## config.mk

```make
export PLATFORM = sky130hd
export DESIGN_NAME = vn2_fifo
export DESIGN_NICKNAME = d
export VERILOG_FILES = /design/src/rtl/vn2_fifo.sv
export SDC_FILE = /design/constraint.sdc
export NUM_CORES = 1
export LEC_CHECK = 0
export ABC_AREA = 1
export BUFFER_PORTS_ARGS = -buffer_cell sky130_fd_sc_hd__buf_2
export CAP_MARGIN = 20
export CORE_MARGIN = 4
export CORE_UTILIZATION = 40
export DETAILED_ROUTE_END_ITERATION = 16
export PLACE_DENSITY_LB_ADDON = 0.25
export SYNTH_ARGS = -nofsm -noshare
export SYNTH_HDL_FRONTEND = slang
export SYNTH_SLANG_ARGS = --single-unit
```

## constraint.sdc

```tcl
create_clock -name clock -period 3.27 [get_ports clock]
set_clock_uncertainty 0.05 [all_clocks]
set_input_delay 0.1635 -clock clock [delete_from_list [all_inputs] [get_ports clock]]
set_output_delay 0.1635 -clock clock [all_outputs]
set_load 0.05 [all_outputs]
```

## src/rtl/vn2_fifo.sv

```systemverilog
// ----------------------------------------------------------------------------
// vn2_fifo
// Small first-in first-out queue with full and empty flags.
// ----------------------------------------------------------------------------
`default_nettype none

module vn2_fifo #(
   parameter int WIDTH = 32,
   parameter int DEPTH = 4
) (
   input  wire logic             clock,
   input  wire logic             reset,
   input  wire logic             push,
   input  wire logic [WIDTH-1:0] push_data,
   output logic                  full,
   input  wire logic             pop,
   output logic [WIDTH-1:0]      pop_data,
   output logic                  empty
);

   localparam int PW = $clog2(DEPTH);
   localparam int CW = $clog2(DEPTH + 1);

   logic [WIDTH-1:0] mem_ff [DEPTH];
   logic [PW-1:0]    wr_ptr_ff, wr_ptr_in;
   logic [PW-1:0]    rd_ptr_ff, rd_ptr_in;
   logic [CW-1:0]    count_ff, count_in;
   logic             do_push, do_pop;

   assign full     = (count_ff == CW'(DEPTH));
   assign empty    = (count_ff == '0);
   assign do_push  = push && !full;
   assign do_pop   = pop && !empty;
   assign pop_data = mem_ff[rd_ptr_ff];

   always_comb begin
      wr_ptr_in = wr_ptr_ff;
      rd_ptr_in = rd_ptr_ff;
      count_in  = count_ff;
      if (do_push) begin
         wr_ptr_in = (wr_ptr_ff == PW'(DEPTH - 1)) ? '0 : wr_ptr_ff + 1'b1;
      end
      if (do_pop) begin
         rd_ptr_in = (rd_ptr_ff == PW'(DEPTH - 1)) ? '0 : rd_ptr_ff + 1'b1;
      end
      if (do_push && !do_pop) begin
         count_in = count_ff + 1'b1;
      end else if (do_pop && !do_push) begin
         count_in = count_ff - 1'b1;
      end
   end

   always_ff @(posedge clock) begin
      if (reset) begin
         wr_ptr_ff <= '0;
         rd_ptr_ff <= '0;
         count_ff  <= '0;
      end else begin
         wr_ptr_ff <= wr_ptr_in;
         rd_ptr_ff <= rd_ptr_in;
         count_ff  <= count_in;
      end
   end

   always_ff @(posedge clock) begin
      if (do_push) begin
         mem_ff[wr_ptr_ff] <= push_data;
      end
   end

endmodule

`default_nettype wire

```

# Yosys cells after proc, flatten, opt, wreduce, memory -nomap -nowiden
# Memories as Yosys holds them, arrays and structs flattened. A register that Yosys moved wholly into a read port is not among the register bits.
# Cells that the tools add are included.
# classes
shifts	0
bitwise	0
mux	8
n_addsub	4
n_eq_ne	3
n_div	0
reduce_logical	10
n_mul	0
order_cmp	0
# op_table
cell	n
$mux W2	4
$mux W3	2
$add A2 B1 Y2 const B	2
$eq A2 B2 Y1 const B	2
$logic_and A1 B1 Y1	4
$logic_not A1 Y1	4
$add A3 B1 Y3 const B	1
$eq A3 B3 Y1 const B	1
$logic_not A3 Y1	1
$sub A3 B1 Y3 const B	1
$mux W1	2
$reduce_bool A2 Y1	1
# word_totals
reg_bits	7
mem_bits_rw	128
word_cells	29
input_bits	36
mem_count	1
romBits	0
latch_bits	0
output_inout_bits	34
# mem_list
name	depth	width	rd	rd_ports_with_merged_regs	write_ports	line_no	rtl
mem_ff	4	32	1	1	1	24	logic [WIDTH-1:0] mem_ff [DEPTH];

# Longest topological paths before layout
# Gate-level depths: netlist of the first run.
# logic_depth
ltp_word	7
depth_mapped	13
ltp_nobuf	13

# Worst setup path after synthesis of the first run
# OpenSTA, ideal clock, no wires.
# synth_timing
path_type	register to register
startpoint	reg count_ff[0]
endpoint	mem mem_ff[0][0] (enable)
path_buffers	0
t_required_ps	2799
setup_ps	421
setup_slack_ps	750
synth_period_minus_slack_ps	2520
path_stages_with_launch	5
arrival_time_ps	2048
path_cell_list	dfxtp_1 nor2_1 nand2_1 nand2_1 nor2_1
# synth_between
elab_chain_cells	5
# synth_lines
element	line_no	rtl
from (decl)	27	logic [CW-1:0] count_ff, count_in;
from (signal assigned)	61	count_ff <= count_in;
$eq A3 B3 Y1	30	assign full = (count_ff == CW'(DEPTH));
$logic_not A1 Y1	32	assign do_push = push && !full;
$logic_and A1 B1 Y1	32	
$mux W1	66	if (do_push) begin
$mux W1 (implied by the code)	67	mem_ff[wr_ptr_ff] <= push_data;
to (decl)	24	
# Every way passes these cells.

==> reports/qor.csv, run 1 <==
metric,value,unit
DRT iter0 DRCs,204,
setup-violating endpoint count in the final report,0,
Clock Latency Late Sink,410,ps
register area share after synthesis,76.2,%
sequential power share,35.9,%
gr usage total,15.4,%
first-pass GRT wire length,17.4,mm
crit path cell chain,"inv_2, o21ai_0, o22ai_1, buf_2",
mux cell area share after synthesis,0,%
syn avg cell area,13.9,µm²
Inserted Diodes,0,
worst setup margin,832,ps
die area,15100,µm²
"Area growth, synth to finish",26.8,%
Post-Synth XOR/XNOR Area,0.166,%
htree depth,4,
Sw Ratio,39.8,%
DR WL/cell,15.8,µm
Ports,70,
adder-cell share of the synthesized area,1.80,%
initial antenna violation count,0,
Simple-Gate Fraction of Synth Area,7.25,%
Min-Delay Path Class,in2reg,
LEAKAGE,2.44,nW
internal power,3.78,mW
Residual DRC,0,
routed vias/inst,4.92,
critical path class,reg2out,
Starting Density,41.3,%
Total Nets Final,534,
layout cells sized above 1,22.8,%
Compound-Gate Fraction of Synth Area,10.1,%
post-cts resize count,0,
max-slew violation count,0,
remaining global-route overflow,0,
distinct cell type count after synthesis,21,
Setup crit end kind,output port,
Power Dens Cells,938,nW/µm²
RSZ-0062 raised after global routing,no,
CTS Buffer Depth,2,
final hold vios,0,
Via Count,3328,
YS warnings,0,
Synth Instances,380,
Slowest cell on crit path,inv_2,
Die W,123,µm
clk slew on worst S/H paths,60,ps
sum of negative setup slack,0,ps
Peak Freq,410,MHz
CTS root buffer,clkbuf_16,
synthesized net count,423,
DP Worst Slack,1000,ps
overall routed net length,10.7,mm
Critical R2R Capture,mem_ff[0][27]$_DFFE_PP_,
CTS tree,built,
Crit path required time,3060,ps
cell row count,41,
IO buf count,69,
DP Wirelength,6.17,mm
crit path time final,2440,ps
maximum VDD drop,0.561,mV
worst path arrival time,2220,ps
cell area after synthesis,5280,µm²
Switch Pwr,2.50,mW
CORE AREA,12800,µm²
Critical Path Source Type,flop,
post-route ant nets,0,
crit share post-route,74.6,%
Final Wtd Congestion,0.710,
largest family of logic cells by synthesized area,compound AO/OA/AOI/OAI gates,
CTS Buf Count,17,
flop2flop setup slack,1070,ps
reg2reg start,count_ff[0]$_SDFFE_PP0P_,
maxcap violations,0,
FF-to-FF path depth,5,
Clock power frac,29.2,%
Die Height,123,µm
largest net degree at the start of global routing,65,
Slew @ Worst Pin,786,ps
Slew headroom,47.5,%
outcome,"complete, no violations",
Worst Path Max Fanout,32,
max incr delay on CP,580,ps
Min-Delay Startpoint,pop,
clock tree sinks,137,
"flops & latches, synth",137,
vias in the first global route,3401,
Initial DRT Pass Iterations,5,
cell count of the worst hold path,4,
Logic pwr share,34.8,%
==> state kept, by name, indices dropped and copies added, names as in the netlist, named ones only <==
signal,flops
count_ff,3
mem_ff,128
rd_ptr_ff,2
wr_ptr_ff,2
==> cells by family after synthesis <==
group,Yosys count
xor gates and xnor gates,1
AOI/OAI and AO/OA,99
and+or+nand+nor,99
DFF,137
adders and majority gates,7
buffers and inverters,37
==> per-layer routing <==
metal	GRT usage, %	up-vias	share of wire (%)
li1	-	1620	-
met1	19.6	1609	46
met2	24.6	84	47
met3	5.02	15	5.3
met4	5.88	0	1.7
met5	0	-	0
==> stage by stage <==
stage          cells  hold WS (ps)  util, %  total power, mW  cell area (µm²)
2_1_floorplan    380           186        -             3.97             5280
3_3_place_gp     610           287     45.2             4.45             5770
3_5_place_dp     610           295     45.2             4.47             5770
4_1_cts          676          3.12     52.4             6.35             6690
5_1_grt          676          54.6     52.4             6.59             6690
6_report         676          21.6     52.4             6.28             6690
==> layout make-up <==
| type | instances | area [µm²] |
|---|---|---|
| flip-flops and latches | 137 | 4030 |
| clock inverters | 15 | 153 |
| inverters | 18 | 75.1 |
| multi-input cells | 206 | 1050 |
| clock buffers | 17 | 425 |
| fillers | 1093 | 6080 |
| repair buffers | 111 | 746 |
| well taps | 172 | 215 |
==> worst max path at each step <==
stage | to | cells after the start | slack, ps
final | pop_data[21] | 4 | 830
after global routing | pop_data[21] | 4 | 610
after CTS | pop_data[21] | 4 | 740
after detailed placement | mem_ff[0][12]$_DFFE_PP_ | 5 | 1000
after global placement | mem_ff[0][23]$_DFFE_PP_ | 5 | 1100
after floorplan | mem_ff[0][0]$_DFFE_PP_ | 4 | 750
==> synthesized netlist by cell type <==
library cell | number | area, µm²
o22ai_1 | 32 | 200
nand3_1 | 1 | 5.00
ha_1 | 6 | 75.1
inv_2 | 1 | 3.75
a21oi_1 | 2 | 10.0
nor2_1 | 81 | 304
edfxtp_1 | 128 | 3840
inv_1 | 16 | 60.1
dfxtp_1 | 9 | 180
fa_1 | 1 | 20.0
nand3b_1 | 2 | 15.0
buf_6 | 9 | 101
buf_2 | 6 | 30.0
buf_4 | 3 | 22.5
o21ai_0 | 37 | 185
nand4_1 | 1 | 6.26
xor2_1 | 1 | 8.76
clkbuf_1 | 1 | 3.75
inv_8 | 1 | 11.3
nand2_1 | 14 | 52.6
o21ai_1 | 28 | 140
==> power groups by stage <==
stage	combinational (mW)	sequential, mW	clock, mW
after detailed placement	2.18	2.29	0
after global routing	2.35	2.28	1.95
final	2.19	2.26	1.84
after floorplan	1.73	2.24	0
after global placement	2.16	2.29	0
after CTS	2.21	2.26	1.87
==> cells in the final DEF (no fill, tap or decap), drive strengths merged, types with 4 or more instances in the layout <==
cell type      n
clkinvlp       7
dfxtp          9
buf           77
nor2          81
dlygate4sd3   34
nand2         14
o22ai         32
inv           20
clkbuf        17
ha             6
clkinv         4
edfxtp       128
o21ai         65
==> worst max-delay path, delay by kind of cell, from the launching register on <==
kind,cells,cell delay [ps]
AOI/OAI and AO/OA,2,410
buffers and inverters,2,890
DFF,1,500
==> timing repair <==
item	in CTS	in global routing
setup endpoints to repair	0	0
hold buffers	34	0
endpoints found under the hold margin	130	0
buffers inserted	0	0
Power figures use the tool's default switching activity.
==> run 2, diff against run 1 <==
- clock period: 3.27 -> 2.25 ns (I/O delays scaled with it)
==> run 2 against run 1 <==
Net effect:
- sequential share of layout area is 0.44 points lower
- sequential power up 43%
- largest power group is now combinational cells
- highest routed layer unchanged
- critical path depth unchanged
- largest cell class unchanged
- via count shrank 0.48%
- non-clock buffer count rose by 8
- combinational power is 48% higher
- register-to-register slack got worse by 660 ps
==> reports/qor.csv, run 2 (same netlist as run 1, synthesis figures left out) <==
metric,value,unit,change
grt met3 use,4.61,%,-0.41 points
maxcap violations,0,,unchanged
vias in the first global route,3443,,+1.2%
global routing's busiest layer,met2,,
"commonest non-fill, non-tap cell in the layout",edfxtp_1,,
Reg with most FFs,mem_ff,,
DRT iter0 DRCs,182,,-11%
cell row count,41,,unchanged
Die Height,123,µm,unchanged
Final Wtd Congestion,0.719,,+1.2%
setup-violating endpoint count in the final report,0,,unchanged
clock tree sinks,137,,unchanged
outcome,"complete, no violations",,
DP Wirelength,6.56,mm,+6.4%
Regs by FF count,"mem_ff (128), count_ff (3)",,
crit path time final,2000,ps,
Residual DRC,0,,unchanged
post-route ant nets,0,,unchanged
CTS tree,built,,
DR WL/cell,16.2,µm,+2.2%
Crit path max-delay family,buffers and inverters,,
Min-Delay Path Class,in2reg,,
post-route design area,6750,µm²,+0.80%
clk slew on worst S/H paths,50,ps,about the same
max reg flops,128,,unchanged
CTS Buf Count,17,,unchanged
LEAKAGE,2.49,nW,+2.1%
worst hold margin,352,ps,+330 ps
critical path class,reg2out,,
initial antenna violation count,0,,unchanged
htree depth,4,,unchanged
IO buf count,69,,unchanged
worst path arrival time,1840,ps,-380 ps
Slew @ Worst Pin,379,ps,-407 ps
Final Power,9.13,mW,+46%
Worst Path Max Fanout,64,,+100%
Initial DRT Pass Iterations,4,,-1
"commonest cells after routing, fill and taps aside","edfxtp_1, nor2_1, buf_2, o21ai_0, dlygate4sd3_1",,
post-place instance area,5830,µm²,+0.91%
Ports,70,,unchanged
Peak Freq,499,MHz,
Inserted Diodes,0,,unchanged
Final Util,52.8,%,+0.42 points
Clock Latency Late Sink,410,ps,about the same
crit path cell chain,"inv_8, o21ai_0, o22ai_1, buf_2",,
first-pass GRT wire length,17.6,mm,+1.5%
M1 GR Usage,19.4,%,-0.23 points
Post-Layout Cell Count,684,,+1.2%
Slew headroom,74.8,%,+27 points
maximum VDD drop,1.17,mV,+110%
largest net degree at the start of global routing,65,,unchanged
crit share post-route,89.1,%,
Crit path required time,2090,ps,-970 ps
routed vias/inst,4.84,,-1.6%
Die W,123,µm,unchanged
Total Nets Final,542,,+1.5%
Slowest cell on crit path,dfxtp_4,,
CTS root buffer,clkbuf_16,,
CORE AREA,12800,µm²,unchanged
die area,15100,µm²,unchanged
register area,4030,µm²,about the same
Power Dens Cells,1350,nW/µm²,+44%
RSZ-0062 raised after global routing,no,,
final hold vios,0,,unchanged
"Area growth, synth to finish",27.8,%,
area of the multi-input gates,1050,µm²,unchanged
overall routed net length,11.1,mm,+3.4%
max-slew violation count,0,,unchanged
max incr delay on CP,410,ps,-170 ps
FILL cells,1088,,-0.46%
CP Buf/Inv Count,2,,unchanged
post-CTS setup buffer count,0,,unchanged
layout cells sized above 1,23.0,%,+0.23 points
remaining global-route overflow,0,,unchanged
Critical Path Source Type,flop,,
gr usage total,15.8,%,+0.35 points
Via Count,3312,,-0.48%
CTS Buffer Depth,2,,unchanged
Setup crit end kind,output port,,
cell count after placement,617,,+1.1%
grt met2 use,26.2,%,+1.5 points
Starting Density,41.3,%,unchanged
[run 2: cell count changes in the layout (fill, tap and decap cells not counted), sizes merged]
cell / previous run / this run
clkbuf: 17 / 23
clkinv: 4 / 5
inv: 20 / 18
clkinvlp: 7 / 2
buf: 77 / 84
dlygate4sd3: 34 / 35
[run 2: final timing paths]
path                                   from                  endpoint  slack, ps  depth (start not counted)
hold / removal                        reset  count_ff[0]$_SDFFE_PP0P_        350                          3
hold reg to reg   rd_ptr_ff[1]$_SDFFE_PP0P_                      flop        470                          2
setup reg to reg   count_ff[1]$_SDFFE_PP0P_  count_ff[2]$_SDFFE_PP0P_        410                         12
setup / recovery                       flop              pop_data[22]        250                          4
[run 2: layout make-up]
| cell class | count | share of cell area, % |
|---|---|---|
| multi-input combinational | 206 | 15.6 |
| sequential | 137 | 59.7 |
| clock inverter | 9 | 1.47 |
| clock buffer | 23 | 6.94 |
| tap | 172 | 3.19 |
| inverter | 18 | 1.11 |
| timing repair buffer | 119 | 12.0 |
[run 2: per-layer routing]
metal / up-vias / wire [µm]
li1: 1638 / -
met1: 1578 / 4910
met2: 77 / 5340
met3: 19 / 596
met4: 0 / 199
met5: - / 0
[run 2: repair_timing]
item	4_1_cts	5_1_grt
hold endpoints to repair	136	0
hold buffers	35	0
setup endpoints to repair	0	1
resized for setup	0	1
[run 2: metrics by stage]
| stage | TNS [ps] | setup WS (ps) |
|---|---|---|
| after global placement | 0 | 485 |
| final | 0 | 246 |
| after global routing | 0 | 116 |
| after detailed placement | 0 | 423 |
| after CTS | 0 | 67.2 |
| after floorplan | -34500 | -270 |
[run 2: power breakdown]
group | total (mW) | internal [mW] | switching, mW
clock | 2.64 | 1.68 | 0.961
combinational | 3.25 | 0.779 | 2.48
sequential | 3.24 | 3.12 | 0.122
total | 9.13 | 5.57 | 3.56
[run 2: tightest hold or removal path, delay by kind of cell]
family                 cells  cell delay [ps]
buffers and inverters      2              620
and+or+nand+nor            1               30
==> run 3, diff against run 2 <==
- MAX_ROUTING_LAYER: not set -> met4
==> run 3 against run 2 <==
Net effect:
- worst hold slack hardly changed
- sequential share of layout area stayed put
- sequential power hardly changed
- routed wire length hardly changed
- first-iteration DRC count is 0.55% higher
- setup slack hardly changed
- largest power group unchanged
==> reports/qor.csv, run 3 (same netlist as run 1, synthesis figures left out) <==
metric,value,unit,change
worst hold margin,352,ps,-0.178 ps
Critical Path Source Type,flop,,
critical path class,reg2out,,
Slew @ Worst Pin,378,ps,-0.0962 ps
crit share post-route,89.1,%,about the same
Setup crit end kind,output port,,
remaining global-route overflow,0,,unchanged
worst path arrival time,1840,ps,about the same
"commonest cells after routing, fill and taps aside","edfxtp_1, nor2_1, buf_2, o21ai_0, dlygate4sd3_1",,
max reg flops,128,,unchanged
Slowest cell on crit path,dfxtp_4,,
Via Count,3309,,-0.091%
CTS Buf Count,17,,unchanged
Peak Freq,499,MHz,about the same
CTS Buffer Depth,2,,unchanged
layout cells sized above 1,23.0,%,unchanged
Total Nets Final,542,,unchanged
Initial DRT Pass Iterations,4,,unchanged
"commonest non-fill, non-tap cell in the layout",edfxtp_1,,
initial antenna violation count,0,,unchanged
Final Power,9.13,mW,about the same
setup-violating endpoint count in the final report,0,,unchanged
LEAKAGE,2.49,nW,unchanged
Inserted Diodes,0,,unchanged
routed vias/inst,4.84,,about the same
post-route ant nets,0,,unchanged
cell row count,41,,unchanged
Reg with most FFs,mem_ff,,
Clock Latency Late Sink,410,ps,about the same
Regs by FF count,"mem_ff (128), count_ff (3)",,
crit path cell chain,"inv_8, o21ai_0, o22ai_1, buf_2",,
Die W,123,µm,unchanged
maxcap violations,0,,unchanged
htree depth,4,,unchanged
DR WL/cell,16.2,µm,about the same
Starting Density,41.3,%,unchanged
Residual DRC,0,,unchanged
DP Wirelength,6.56,mm,unchanged
die area,15100,µm²,unchanged
gr usage total,16.3,%,+0.47 points
max-slew violation count,0,,unchanged
Ports,70,,unchanged
outcome,"complete, no violations",,
Power Dens Cells,1350,nW/µm²,about the same
"Area growth, synth to finish",27.8,%,unchanged
Die Height,123,µm,unchanged
CTS tree,built,,
max incr delay on CP,410,ps,about the same
largest net degree at the start of global routing,65,,unchanged
final hold vios,0,,unchanged
Crit path required time,2090,ps,about the same
RSZ-0062 raised after global routing,no,,
CORE AREA,12800,µm²,unchanged
DRT iter0 DRCs,183,,+0.55%
IO buf count,69,,unchanged
Worst Path Max Fanout,64,,unchanged
clk slew on worst S/H paths,50,ps,about the same
first-pass GRT wire length,17.6,mm,about the same
vias in the first global route,3437,,-0.17%
clock tree sinks,137,,unchanged
Final Wtd Congestion,0.728,,+1.2%
crit path time final,2000,ps,-0.117 ps
Slew headroom,74.8,%,about the same
overall routed net length,11.1,mm,about the same
maximum VDD drop,1.17,mV,+0.15%
Min-Delay Path Class,in2reg,,
CTS root buffer,clkbuf_16,,
-- run 3: cell counts in the layout (fill, tap and decap cells not counted) --
No cell type changed its count.
-- run 3: per-layer routing --
layer  part of all wire [%]  vias up  GRT usage (%)
met5                      0        -              -
met4                    1.8        0           6.37
met3                    4.7       20           4.33
met2                     49       72           26.2
met1                     45     1580           19.6
li1                       -     1637              -
-- run 3: final timing paths --
kind                                                start                       end  slack (ps)  depth (start not counted)
worst max register to register   count_ff[1]$_SDFFE_PP0P_  count_ff[2]$_SDFFE_PP0P_         410                         12
worst max-delay path                                 flop              pop_data[22]         250                          4
worst min-delay path                                reset  count_ff[0]$_SDFFE_PP0P_         350                          3
worst min register to register  rd_ptr_ff[1]$_SDFFE_PP0P_                      flop         470                          2
-- run 3: critical path: cells and delay by family, from the launching register on --
family,cells,cell delay (ps)
compound gates,2,380
flops,1,410
buf+inv,2,640
-- run 3: through the flow --
step	util [%]	worst slack, ps	instance area [µm²]	instances	setup TNS [ps]
6_report	52.8	246	6750	684	0
5_1_grt	52.8	116	6750	684	0
4_1_cts	52.8	67.2	6740	684	0
3_5_place_dp	45.6	423	5830	617	0
3_3_place_gp	45.6	485	5830	617	0
2_1_floorplan	-	-270	5280	380	-34500
-- run 3: where the power goes --
part           internal [mW]  switching, mW  total (mW)
clock                   1.68          0.962        2.64
sequential              3.12          0.122        3.24
combinational          0.779           2.48        3.25
-- run 3: final cells by class --
type                            instances  area [µm²]
Timing Repair Buffer                  119         808
Clock inverter                          9        98.8
Fill cell                            1088        6030
Inverter                               18        75.1
Clock buffer                           23         468
Tap cell                              172         215
Multi-Input combinational cell        206        1050
Sequential cell                       137        4030
-- run 3: timing repair --
| item | CTS | global route |
|---|---|---|
| gates resized for setup | 0 | 1 |
| endpoints found under the setup margin | 0 | 1 |
| setup buffers | 0 | 0 |
| hold endpoints to repair | 136 | 0 |
| hold buffers | 35 | 0 |
